**src/rtl/srctok_pkg.sv**
```systemverilog
// ----------------------------------------------------------------------------
// srctok_pkg
// Shared types, codes and helper functions of the source tokenizer.
// ----------------------------------------------------------------------------
package srctok_pkg;

    localparam int POSITION_BITS_DEF = 16;
    localparam int LENGTH_BITS_DEF   = 8;
    localparam int QUEUE_DEPTH       = 4;
    localparam int KIND_BITS         = 4;
    localparam int WIDTH_CODE_BITS   = 3;
    localparam int KW_LEN            = 6;

    typedef enum logic [KIND_BITS-1:0] {
        KIND_LPAREN  = 4'd0,
        KIND_RPAREN  = 4'd1,
        KIND_LBRACE  = 4'd2,
        KIND_RBRACE  = 4'd3,
        KIND_SEMI    = 4'd4,
        KIND_RETURN  = 4'd5,
        KIND_TYPE    = 4'd6,
        KIND_NUMBER  = 4'd7,
        KIND_IDENT   = 4'd8,
        KIND_UNKNOWN = 4'd9
    } kind_t;

    // integer type prefix tracker
    typedef enum logic [3:0] {
        TM_NONE = 4'd0,
        TM_I    = 4'd1,
        TM_I8   = 4'd2,
        TM_I1   = 4'd3,
        TM_I16  = 4'd4,
        TM_I3   = 4'd5,
        TM_I32  = 4'd6,
        TM_I6   = 4'd7,
        TM_I64  = 4'd8,
        TM_I12  = 4'd9,
        TM_I128 = 4'd10,
        TM_BAD  = 4'd11
    } type_state_t;

    localparam logic [WIDTH_CODE_BITS-1:0] WC_8   = 3'd0;
    localparam logic [WIDTH_CODE_BITS-1:0] WC_16  = 3'd1;
    localparam logic [WIDTH_CODE_BITS-1:0] WC_32  = 3'd2;
    localparam logic [WIDTH_CODE_BITS-1:0] WC_64  = 3'd3;
    localparam logic [WIDTH_CODE_BITS-1:0] WC_128 = 3'd4;

    // one queue entry: a finished word and/or a one-byte punctuation token
    typedef struct packed {
        logic                       has_word;
        kind_t                      word_kind;
        logic [WIDTH_CODE_BITS-1:0] word_wc;
        logic                       has_punct;
        kind_t                      punct_kind;
    } tok_ctl_t;

    function automatic logic [7:0] kw_char(input logic [2:0] idx);
        logic [7:0] c;
        case (idx)
            3'd0: c = 8'h72;  // r
            3'd1: c = 8'h65;  // e
            3'd2: c = 8'h74;  // t
            3'd3: c = 8'h75;  // u
            3'd4: c = 8'h72;  // r
            3'd5: c = 8'h6e;  // n
            default: c = 8'h00;
        endcase
        return c;
    endfunction

    function automatic type_state_t type_step(input type_state_t s, input logic [7:0] c,
                                              input logic is_dig);
        type_state_t n;
        n = TM_BAD;
        if (s == TM_NONE || !is_dig) begin
            n = TM_NONE;
        end else begin
            case (s)
                TM_I: begin
                    if (c == 8'h38) n = TM_I8;
                    else if (c == 8'h31) n = TM_I1;
                    else if (c == 8'h33) n = TM_I3;
                    else if (c == 8'h36) n = TM_I6;
                end
                TM_I1: begin
                    if (c == 8'h36) n = TM_I16;
                    else if (c == 8'h32) n = TM_I12;
                end
                TM_I3: begin
                    if (c == 8'h32) n = TM_I32;
                end
                TM_I6: begin
                    if (c == 8'h34) n = TM_I64;
                end
                TM_I12: begin
                    if (c == 8'h38) n = TM_I128;
                end
                default: n = TM_BAD;
            endcase
        end
        return n;
    endfunction

endpackage

```
**src/rtl/source_tokenizer.sv**
```systemverilog
// ----------------------------------------------------------------------------
// source_tokenizer
// Byte-serial tokenizer: source bytes in, classified tokens out.
// ----------------------------------------------------------------------------
// Input stream: one source byte per word in s_tdata; s_tuser set marks end
// of source, which flushes any word in progress and restarts offsets at 0.
// Output stream: one token per word; m_tuser carries the token kind,
// m_tdata its width code, start offset and length; m_tlast is set on the
// final token caused by one input word.
// A byte is taken every cycle while the four-entry token queue has room.
// A token is written into the token queue and then loaded into the output register before it appears on m_tvalid.
// The emitter sends one token per cycle while m_tready is high, so an input
// that ends a word with punctuation yields two tokens; the queue absorbs short
// bursts of these, and sustained input rate is one byte per cycle as long as
// results average at most one token per byte.
// When m_tready is low the output register holds, the queue fills and
// s_tready drops once it is full.
// Reset clears the position counter, the word state and the queue.
// ----------------------------------------------------------------------------
module source_tokenizer #(
    parameter int POSITION_BITS = srctok_pkg::POSITION_BITS_DEF,
    parameter int LENGTH_BITS   = srctok_pkg::LENGTH_BITS_DEF,
    localparam int M_DATA_BITS  =
        ((srctok_pkg::WIDTH_CODE_BITS + POSITION_BITS + LENGTH_BITS + 7) / 8) * 8
) (
    input  logic                   aclk,
    input  logic                   aresetn,
    input  logic                   s_tvalid,
    output logic                   s_tready,
    input  logic [7:0]             s_tdata,   // char_code
    input  logic [0:0]             s_tuser,   // end_marker
    output logic                   m_tvalid,
    input  logic                   m_tready,
    output logic [M_DATA_BITS-1:0] m_tdata,   // width_code, token_start, token_length
    output logic [3:0]             m_tuser,   // token_kind
    output logic                   m_tlast
);

    localparam int CTL_BITS = $bits(srctok_pkg::tok_ctl_t);
    localparam int Q_BITS   = CTL_BITS + 2 * POSITION_BITS + LENGTH_BITS;
    localparam int PAD_BITS =
        M_DATA_BITS - srctok_pkg::WIDTH_CODE_BITS - POSITION_BITS - LENGTH_BITS;

    srctok_pkg::tok_ctl_t     f_ctl, b_ctl;
    logic [POSITION_BITS-1:0] f_word_start, b_word_start;
    logic [LENGTH_BITS-1:0]   f_word_length, b_word_length;
    logic [POSITION_BITS-1:0] f_punct_pos, b_punct_pos;
    logic                     f_push, q_not_full, q_not_empty, q_pop;
    logic [Q_BITS-1:0]        q_head;

    srctok_pkg::kind_t        out_kind;
    logic [srctok_pkg::WIDTH_CODE_BITS-1:0] out_wc;
    logic [POSITION_BITS-1:0] out_start;
    logic [LENGTH_BITS-1:0]   out_length;

    srctok_front #(
        .POSITION_BITS (POSITION_BITS),
        .LENGTH_BITS   (LENGTH_BITS)
    ) u_front (
        .aclk          (aclk),
        .aresetn       (aresetn),
        .in_valid      (s_tvalid),
        .in_ready      (s_tready),
        .char_code     (s_tdata),
        .end_marker    (s_tuser[0]),
        .q_ready       (q_not_full),
        .q_push        (f_push),
        .q_ctl         (f_ctl),
        .q_word_start  (f_word_start),
        .q_word_length (f_word_length),
        .q_punct_pos   (f_punct_pos)
    );

    srctok_queue #(
        .DATA_BITS (Q_BITS)
    ) u_queue (
        .aclk      (aclk),
        .aresetn   (aresetn),
        .push      (f_push),
        .push_data ({f_punct_pos, f_word_length, f_word_start, f_ctl}),
        .not_full  (q_not_full),
        .pop       (q_pop),
        .not_empty (q_not_empty),
        .head_data (q_head)
    );

    assign {b_punct_pos, b_word_length, b_word_start, b_ctl} = q_head;

    srctok_back #(
        .POSITION_BITS (POSITION_BITS),
        .LENGTH_BITS   (LENGTH_BITS)
    ) u_back (
        .aclk          (aclk),
        .aresetn       (aresetn),
        .q_valid       (q_not_empty),
        .q_pop         (q_pop),
        .q_ctl         (b_ctl),
        .q_word_start  (b_word_start),
        .q_word_length (b_word_length),
        .q_punct_pos   (b_punct_pos),
        .out_valid     (m_tvalid),
        .out_ready     (m_tready),
        .out_kind      (out_kind),
        .out_wc        (out_wc),
        .out_start     (out_start),
        .out_length    (out_length),
        .out_last      (m_tlast)
    );

    assign m_tuser = out_kind;
    assign m_tdata = {{PAD_BITS{1'b0}}, out_length, out_start, out_wc};

endmodule

```
**src/rtl/srctok_front.sv**
```systemverilog
// ----------------------------------------------------------------------------
// srctok_front
// Takes one source byte per cycle while the token queue has room, tracks the
// word in progress and pushes finished words and punctuation tokens into the queue.
// ----------------------------------------------------------------------------
module srctok_front #(
    parameter int POSITION_BITS = srctok_pkg::POSITION_BITS_DEF,
    parameter int LENGTH_BITS   = srctok_pkg::LENGTH_BITS_DEF
) (
    input  logic                     aclk,
    input  logic                     aresetn,
    input  logic                     in_valid,
    output logic                     in_ready,
    input  logic [7:0]               char_code,
    input  logic                     end_marker,
    input  logic                     q_ready,
    output logic                     q_push,
    output srctok_pkg::tok_ctl_t     q_ctl,
    output logic [POSITION_BITS-1:0] q_word_start,
    output logic [LENGTH_BITS-1:0]   q_word_length,
    output logic [POSITION_BITS-1:0] q_punct_pos
);

    localparam logic [7:0] CH_SPACE  = 8'h20;
    localparam logic [7:0] CH_CR     = 8'h0d;
    localparam logic [7:0] CH_TAB    = 8'h09;
    localparam logic [7:0] CH_LF     = 8'h0a;
    localparam logic [7:0] CH_LPAREN = 8'h28;
    localparam logic [7:0] CH_RPAREN = 8'h29;
    localparam logic [7:0] CH_LBRACE = 8'h7b;
    localparam logic [7:0] CH_RBRACE = 8'h7d;
    localparam logic [7:0] CH_SEMI   = 8'h3b;
    localparam logic [7:0] CH_MINUS  = 8'h2d;
    localparam logic [7:0] CH_I      = 8'h69;
    localparam logic [7:0] CH_R      = 8'h72;

    logic [POSITION_BITS-1:0]  position_reg, position_next;
    logic                      in_word_reg, in_word_next;
    logic [POSITION_BITS-1:0]  word_start_reg, word_start_next;
    logic [LENGTH_BITS-1:0]    word_len_reg, word_len_next;
    logic                      all_digits_reg, all_digits_next;
    logic                      all_letters_reg, all_letters_next;
    logic                      minus_reg, minus_next;
    logic                      kw_reg, kw_next;
    srctok_pkg::type_state_t   tm_reg, tm_next;

    logic                      accept;
    logic                      is_sep, is_punct, is_dig, is_let;
    srctok_pkg::kind_t         punct_kind;
    srctok_pkg::kind_t         word_kind;
    logic [srctok_pkg::WIDTH_CODE_BITS-1:0] word_wc;

    assign in_ready = q_ready;
    assign accept   = in_valid && q_ready;

    assign is_sep = (char_code == CH_SPACE) || (char_code == CH_CR) ||
                    (char_code == CH_TAB) || (char_code == CH_LF);
    assign is_punct = (char_code == CH_LPAREN) || (char_code == CH_RPAREN) ||
                      (char_code == CH_LBRACE) || (char_code == CH_RBRACE) ||
                      (char_code == CH_SEMI);
    assign is_dig = (char_code >= 8'h30) && (char_code <= 8'h39);
    assign is_let = ((char_code >= 8'h61) && (char_code <= 8'h7a)) ||
                    ((char_code >= 8'h41) && (char_code <= 8'h5a));

    always_comb begin
        case (char_code)
            CH_LPAREN: punct_kind = srctok_pkg::KIND_LPAREN;
            CH_RPAREN: punct_kind = srctok_pkg::KIND_RPAREN;
            CH_LBRACE: punct_kind = srctok_pkg::KIND_LBRACE;
            CH_RBRACE: punct_kind = srctok_pkg::KIND_RBRACE;
            default:   punct_kind = srctok_pkg::KIND_SEMI;
        endcase
    end

    // classification of the word held in the state registers
    always_comb begin
        word_kind = srctok_pkg::KIND_UNKNOWN;
        word_wc   = srctok_pkg::WC_8;
        if (kw_reg && word_len_reg == LENGTH_BITS'(srctok_pkg::KW_LEN)) begin
            word_kind = srctok_pkg::KIND_RETURN;
        end else begin
            case (tm_reg)
                srctok_pkg::TM_I8: begin
                    word_kind = srctok_pkg::KIND_TYPE;
                    word_wc   = srctok_pkg::WC_8;
                end
                srctok_pkg::TM_I16: begin
                    word_kind = srctok_pkg::KIND_TYPE;
                    word_wc   = srctok_pkg::WC_16;
                end
                srctok_pkg::TM_I32: begin
                    word_kind = srctok_pkg::KIND_TYPE;
                    word_wc   = srctok_pkg::WC_32;
                end
                srctok_pkg::TM_I64: begin
                    word_kind = srctok_pkg::KIND_TYPE;
                    word_wc   = srctok_pkg::WC_64;
                end
                srctok_pkg::TM_I128: begin
                    word_kind = srctok_pkg::KIND_TYPE;
                    word_wc   = srctok_pkg::WC_128;
                end
                srctok_pkg::TM_NONE, srctok_pkg::TM_I: begin
                    if (all_digits_reg ||
                        (minus_reg && word_len_reg >= LENGTH_BITS'(2))) begin
                        word_kind = srctok_pkg::KIND_NUMBER;
                    end else if (all_letters_reg) begin
                        word_kind = srctok_pkg::KIND_IDENT;
                    end
                end
                default: word_kind = srctok_pkg::KIND_UNKNOWN;
            endcase
        end
    end

    always_comb begin
        position_next    = position_reg;
        in_word_next     = in_word_reg;
        word_start_next  = word_start_reg;
        word_len_next    = word_len_reg;
        all_digits_next  = all_digits_reg;
        all_letters_next = all_letters_reg;
        minus_next       = minus_reg;
        kw_next          = kw_reg;
        tm_next          = tm_reg;

        q_push               = 1'b0;
        q_ctl.has_word       = in_word_reg;
        q_ctl.word_kind      = word_kind;
        q_ctl.word_wc        = word_wc;
        q_ctl.has_punct      = 1'b0;
        q_ctl.punct_kind     = punct_kind;
        q_word_start         = word_start_reg;
        q_word_length        = word_len_reg;
        q_punct_pos          = position_reg;

        if (accept) begin
            if (end_marker || is_sep || is_punct) begin
                q_push           = in_word_reg || (is_punct && !end_marker);
                q_ctl.has_punct  = is_punct && !end_marker;
                in_word_next     = 1'b0;
                word_start_next  = '0;
                word_len_next    = '0;
                all_digits_next  = 1'b1;
                all_letters_next = 1'b1;
                minus_next       = 1'b0;
                kw_next          = 1'b1;
                tm_next          = srctok_pkg::TM_NONE;
                position_next    = end_marker ? '0 : position_reg + POSITION_BITS'(1);
            end else begin
                if (!in_word_reg) begin
                    in_word_next     = 1'b1;
                    word_start_next  = position_reg;
                    word_len_next    = LENGTH_BITS'(1);
                    all_digits_next  = is_dig;
                    all_letters_next = is_let;
                    minus_next       = (char_code == CH_MINUS);
                    kw_next          = (char_code == CH_R);
                    tm_next          = (char_code == CH_I) ? srctok_pkg::TM_I
                                                           : srctok_pkg::TM_NONE;
                end else begin
                    kw_next = kw_reg &&
                              (word_len_reg < LENGTH_BITS'(srctok_pkg::KW_LEN)) &&
                              (char_code == srctok_pkg::kw_char(word_len_reg[2:0]));
                    minus_next       = minus_reg && is_dig;
                    all_digits_next  = all_digits_reg && is_dig;
                    all_letters_next = all_letters_reg && is_let;
                    tm_next          = srctok_pkg::type_step(tm_reg, char_code, is_dig);
                    if (word_len_reg != '1) begin
                        word_len_next = word_len_reg + LENGTH_BITS'(1);
                    end
                end
                position_next = position_reg + POSITION_BITS'(1);
            end
        end
    end

    always_ff @(posedge aclk) begin
        if (!aresetn) begin
            position_reg    <= '0;
            in_word_reg     <= 1'b0;
            word_start_reg  <= '0;
            word_len_reg    <= '0;
            all_digits_reg  <= 1'b1;
            all_letters_reg <= 1'b1;
            minus_reg       <= 1'b0;
            kw_reg          <= 1'b1;
            tm_reg          <= srctok_pkg::TM_NONE;
        end else begin
            position_reg    <= position_next;
            in_word_reg     <= in_word_next;
            word_start_reg  <= word_start_next;
            word_len_reg    <= word_len_next;
            all_digits_reg  <= all_digits_next;
            all_letters_reg <= all_letters_next;
            minus_reg       <= minus_next;
            kw_reg          <= kw_next;
            tm_reg          <= tm_next;
        end
    end

endmodule

```
**src/rtl/srctok_queue.sv**
```systemverilog
// ----------------------------------------------------------------------------
// srctok_queue
// Small FIFO of token entries between the classifier and the emitter.
// ----------------------------------------------------------------------------
module srctok_queue #(
    parameter int DATA_BITS = 8
) (
    input  logic                 aclk,
    input  logic                 aresetn,
    input  logic                 push,
    input  logic [DATA_BITS-1:0] push_data,
    output logic                 not_full,
    input  logic                 pop,
    output logic                 not_empty,
    output logic [DATA_BITS-1:0] head_data
);

    localparam int DEPTH    = srctok_pkg::QUEUE_DEPTH;
    localparam int PTR_BITS = $clog2(DEPTH);

    logic [DATA_BITS-1:0] entry_reg [DEPTH];
    logic [PTR_BITS-1:0]  wr_ptr_reg, wr_ptr_next;
    logic [PTR_BITS-1:0]  rd_ptr_reg, rd_ptr_next;
    logic [PTR_BITS:0]    count_reg, count_next;
    logic                 do_push, do_pop;

    assign not_full  = (count_reg != (PTR_BITS+1)'(DEPTH));
    assign not_empty = (count_reg != '0);
    assign do_push   = push && not_full;
    assign do_pop    = pop && not_empty;
    assign head_data = entry_reg[rd_ptr_reg];

    always_comb begin
        wr_ptr_next = do_push ? wr_ptr_reg + PTR_BITS'(1) : wr_ptr_reg;
        rd_ptr_next = do_pop  ? rd_ptr_reg + PTR_BITS'(1) : rd_ptr_reg;
        count_next  = count_reg;
        if (do_push && !do_pop) begin
            count_next = count_reg + (PTR_BITS+1)'(1);
        end else if (do_pop && !do_push) begin
            count_next = count_reg - (PTR_BITS+1)'(1);
        end
    end

    always_ff @(posedge aclk) begin
        if (do_push) begin
            entry_reg[wr_ptr_reg] <= push_data;
        end
    end

    always_ff @(posedge aclk) begin
        if (!aresetn) begin
            wr_ptr_reg <= '0;
            rd_ptr_reg <= '0;
            count_reg  <= '0;
        end else begin
            wr_ptr_reg <= wr_ptr_next;
            rd_ptr_reg <= rd_ptr_next;
            count_reg  <= count_next;
        end
    end

endmodule

```
**src/rtl/srctok_back.sv**
```systemverilog
// ----------------------------------------------------------------------------
// srctok_back
// Splits each queue entry into one or two tokens and drives the output
// register of the result stream.
// ----------------------------------------------------------------------------
module srctok_back #(
    parameter int POSITION_BITS = srctok_pkg::POSITION_BITS_DEF,
    parameter int LENGTH_BITS   = srctok_pkg::LENGTH_BITS_DEF
) (
    input  logic                     aclk,
    input  logic                     aresetn,
    input  logic                     q_valid,
    output logic                     q_pop,
    input  srctok_pkg::tok_ctl_t     q_ctl,
    input  logic [POSITION_BITS-1:0] q_word_start,
    input  logic [LENGTH_BITS-1:0]   q_word_length,
    input  logic [POSITION_BITS-1:0] q_punct_pos,
    output logic                     out_valid,
    input  logic                     out_ready,
    output srctok_pkg::kind_t        out_kind,
    output logic [srctok_pkg::WIDTH_CODE_BITS-1:0] out_wc,
    output logic [POSITION_BITS-1:0] out_start,
    output logic [LENGTH_BITS-1:0]   out_length,
    output logic                     out_last
);

    logic                     valid_reg, valid_next;
    logic                     phase_reg, phase_next;  // word of entry already sent
    srctok_pkg::kind_t        kind_reg, kind_next;
    logic [srctok_pkg::WIDTH_CODE_BITS-1:0] wc_reg, wc_next;
    logic [POSITION_BITS-1:0] start_reg, start_next;
    logic [LENGTH_BITS-1:0]   length_reg, length_next;
    logic                     last_reg, last_next;
    logic                     load;

    assign load = q_valid && (!valid_reg || out_ready);

    always_comb begin
        valid_next  = valid_reg && !out_ready;
        phase_next  = phase_reg;
        kind_next   = kind_reg;
        wc_next     = wc_reg;
        start_next  = start_reg;
        length_next = length_reg;
        last_next   = last_reg;
        q_pop       = 1'b0;
        if (load) begin
            valid_next = 1'b1;
            if (q_ctl.has_word && !phase_reg) begin
                kind_next   = q_ctl.word_kind;
                wc_next     = q_ctl.word_wc;
                start_next  = q_word_start;
                length_next = q_word_length;
                last_next   = !q_ctl.has_punct;
                phase_next  = q_ctl.has_punct;
                q_pop       = !q_ctl.has_punct;
            end else begin
                kind_next   = q_ctl.punct_kind;
                wc_next     = srctok_pkg::WC_8;
                start_next  = q_punct_pos;
                length_next = LENGTH_BITS'(1);
                last_next   = 1'b1;
                phase_next  = 1'b0;
                q_pop       = 1'b1;
            end
        end
    end

    always_ff @(posedge aclk) begin
        if (!aresetn) begin
            valid_reg <= 1'b0;
            phase_reg <= 1'b0;
        end else begin
            valid_reg <= valid_next;
            phase_reg <= phase_next;
        end
    end

    always_ff @(posedge aclk) begin
        kind_reg   <= kind_next;
        wc_reg     <= wc_next;
        start_reg  <= start_next;
        length_reg <= length_next;
        last_reg   <= last_next;
    end

    assign out_valid  = valid_reg;
    assign out_kind   = kind_reg;
    assign out_wc     = wc_reg;
    assign out_start  = start_reg;
    assign out_length = length_reg;
    assign out_last   = last_reg;

endmodule
```
**config.mk**
```make
export PLATFORM = sky130hd
export DESIGN_NAME = source_tokenizer
export DESIGN_NICKNAME = d
export VERILOG_FILES = /design/src/rtl/srctok_pkg.sv /design/src/rtl/source_tokenizer.sv /design/src/rtl/srctok_front.sv /design/src/rtl/srctok_queue.sv /design/src/rtl/srctok_back.sv
export SDC_FILE = /design/constraint.sdc
export NUM_CORES = 1
export LEC_CHECK = 0
export BUFFER_PORTS_ARGS = -buffer_cell sky130_fd_sc_hd__buf_4
export CAP_MARGIN = 5
export CORE_MARGIN = 3
export CORE_UTILIZATION = 35
export DETAILED_ROUTE_END_ITERATION = 8
export PLACE_DENSITY = 0.54
export REMOVE_ABC_BUFFERS = 1
export SETUP_SLACK_MARGIN = 0.02
export SLEW_MARGIN = 10
export SYNTH_ARGS = -nofsm -noshare
export SYNTH_HDL_FRONTEND = slang
export SYNTH_SLANG_ARGS = --single-unit
```
**constraint.sdc**
```tcl
create_clock -name aclk -period 7.8 [get_ports aclk]
set_clock_uncertainty 0.15 [all_clocks]
set_input_delay 1.56 -clock aclk [delete_from_list [all_inputs] [get_ports aclk]]
set_output_delay 1.56 -clock aclk [all_outputs]
set_load 0.03 [all_outputs]
```
==> reports/results.ini <==
[status]
status = finished clean

[route]
drt_first_pass_iters = 4
routed_via_density = 5.05
route.detailed.drc = 0
wl_um = 24200
ant_nets = 0
drt-initial-drc-count = 403
wl_met3_um = 864
highest_layer = met4
wl_met2_um = 11300
routedWlPerCell_um = 18.6
met1_length_um = 11700
vias = 6583

[global_routing]
antenna_found_initial = 0
grt_use_total_pct = 13.3
grt_overflow = 0
grt_max_degree = 53
grt_first_pass_wirelength_um = 38200
first_global_vias = 6596

[layout]
regArea_um2 = 8410
layout.nets = 857
num-fill-cells = 3097
syn_to_final_growth_pct = 14.8
antenna_cells = 0
multi_input_area_um2 = 3490
largest_register_ffs = 208
final-instance-count-excl-fill = 1304
drive_above_1_share_pct = 18.3
post-route-cell-area_um2 = 14000

[cts]
cts_max_level = 1
cts_setup_buffers = 0
cts-root-buf = clkbuf_16
cts_resized = 0
clockBufferDepth = 3
hold_buffers = 0
cts_num_sinks = 300
cts_buffers = 31
clk_pin_slew_worst_paths_ps = 60
clock_latency_ps = 540
cts_tree = built

[placement]
dp.cells = 1247
place_hpwl_um = 14100
dpl-instance-area_um2 = 12900
io_buffers = 46
gp_congestion = 0.780

[pwr]
ir_drop_uv = 196
p_leak_nw = 4.62
power_density_nw_per_um2 = 308

[floorplanning]
rows = 67
die-height_um = 192
die_w_um = 192
io_pins = 52
start_util_pct = 35.9
dieArea_um2 = 37000
core_um2 = 33900

[synth]
yosysUniqueCellTypes = 70
synth_area_um2 = 12200
synth_top_cell_area_share_pct = 59.2
yosysWarningCount = 0
synth.largest_area_cell = edfxtp_1
synth_edf_count = 240
syn_inst = 783
yosysSeqAreaShare_pct = 69.1
avgSynthCellArea_um2 = 15.5
ys.flop_type = edfxtp_1
synth_seq_cells = 300
synth.area.top_cells = edfxtp_1, dfxtp_1, mux4_2, mux2i_1, nor2b_1
async_reset_ff_share_pct = 0

[critical_path]
arrival_ps = 4260
critical_path.endpoint = u_queue.count_reg[2]$_SDFFE_PN0P_
path_max_fanout = 6
cp_data_required_time_ps = 8120
setup.worst_path.end_class = flip-flop
ff2ff_path_depth = 7
r2r_setup_slack_ps = 3940
crit_path_start = s_tdata[6]
cp-start-kind = input port
critPathKind = in2reg
r2r_end = u_back.out_kind[0]$_DFFE_PP_

[timing]
min_period_over_period_pct = 50.6
setup_tns_ps = 0
clock.fmax_mhz = 253
worstMarginPinSlew_ps = 1060
hold_violations = 0
maxSlewHeadroom_pct = 29.5
rsz0062_at_grt = false
slew_viol_final = 0
setup-violations-final = 0
fin_crit_ps = 3950

[run]
maxCapViolCount = 0

[worst_hold_path]
hold_class = reg2reg

==> metal layers <==
metal	global-route usage, %	up-vias
li1	-	3129
met1	19.0	3311
met2	21.6	110
met3	1.76	33
met4	3.22	0
met5	0	-
==> cells in the final DEF, fill, tap and decap left out, types with 19 or more instances in the layout <==
master | netlist | routed
clkbuf_16 | 0 | 31
edfxtp_1 | 240 | 240
dfxtp_1 | 60 | 59
nor2b_1 | 34 | 33
a21oi_1 | 24 | 23
a221oi_1 | 19 | 19
nand2_1 | 31 | 31
mux2i_1 | 40 | 40
nor2_1 | 46 | 45
buf_4 | 8 | 59
mux4_2 | 31 | 31
==> cell type report <==
| class | instances | share of cell area (%) |
|---|---|---|
| Timing Repair Buffer | 59 | 3.17 |
| Tap cell | 448 | 4.01 |
| Clock inverter | 12 | 1.04 |
| Sequential cell | 300 | 60.2 |
| Multi-Input combinational cell | 428 | 25.0 |
| Clock buffer | 45 | 6.29 |
| Inverter | 12 | 0.322 |
==> synthesized netlist by cell type, types with 8 or more instances <==
master    count
nand4_1      12
a221oi_1     19
edfxtp_1    240
buf_4         8
nor2_1       46
nor2b_1      34
a22o_1       16
dfxtp_1      60
mux2i_1      40
nor3_1       12
mux4_2       31
a21oi_1      24
clkbuf_1     22
xnor2_1      11
nand2_1      31
inv_1        12
xor2_1       14
ha_1         11
o21ai_0      18
nand3_1      17
==> worst max-delay path: stages <==
cell	delay (ps)
buf_4	130
nor3b_1	320
o2111ai_1	220
a211oi_1	320
o21ai_0	260
inv_1	190
ha_1	210
inv_1	60
fa_1	370
xor2_1	160
or3_1	310
a21oi_1	160
==> report_power, final <==
part           total, W  switching (W)  leakage (nW)  internal, W
clock network   0.00147       0.000589         0.503     0.000879
logic          0.000904       0.000564          1.44     0.000340
registers       0.00193      0.0000491          2.68      0.00188
==> logic make-up (layout without fill, tap and decap cells) <==
family | count (synthesis) | after routing | share of synthesized area [%]
buf+inv | 59 | 128 | 2.56
compound gates | 113 | 113 | 6.76
fa+ha+maj | 12 | 12 | 1.30
flops | 300 | 300 | 69.1
mux | 73 | 73 | 9.46
simple gates | 200 | 200 | 9.00
other cells | 1 | 5 | 0.0308
xor+xnor | 25 | 25 | 1.80
==> worst min-delay path by stage <==
stage | from | end | slack (ps) | cells after the start
2_1_floorplan | u_front.minus_reg$_SDFFE_PN0P_ | u_front.minus_reg$_SDFFE_PN0P_ | 280 | 2
3_3_place_gp | u_front.minus_reg$_SDFFE_PN0P_ | u_front.minus_reg$_SDFFE_PN0P_ | 290 | 2
3_5_place_dp | u_front.minus_reg$_SDFFE_PN0P_ | u_front.minus_reg$_SDFFE_PN0P_ | 290 | 2
4_1_cts | u_front.minus_reg$_SDFFE_PN0P_ | u_front.minus_reg$_SDFFE_PN0P_ | 300 | 2
5_1_grt | u_front.minus_reg$_SDFFE_PN0P_ | u_front.minus_reg$_SDFFE_PN0P_ | 350 | 2
6_report | u_front.minus_reg$_SDFFE_PN0P_ | u_front.minus_reg$_SDFFE_PN0P_ | 300 | 2
==> stage by stage <==
stage | hold WS [ps] | utilization (%) | power (W) | worst slack (ps)
after global routing | 348 | 41.3 | 0.00450 | 3570
after CTS | 300 | 41.3 | 0.00437 | 3800
after floorplan | 280 | - | 0.00258 | 2080
after global placement | 293 | 38.2 | 0.00289 | 3300
after detailed placement | 292 | 38.2 | 0.00290 | 3260
final | 298 | 41.3 | 0.00430 | 3850
(Power assumes the default switching activity.)
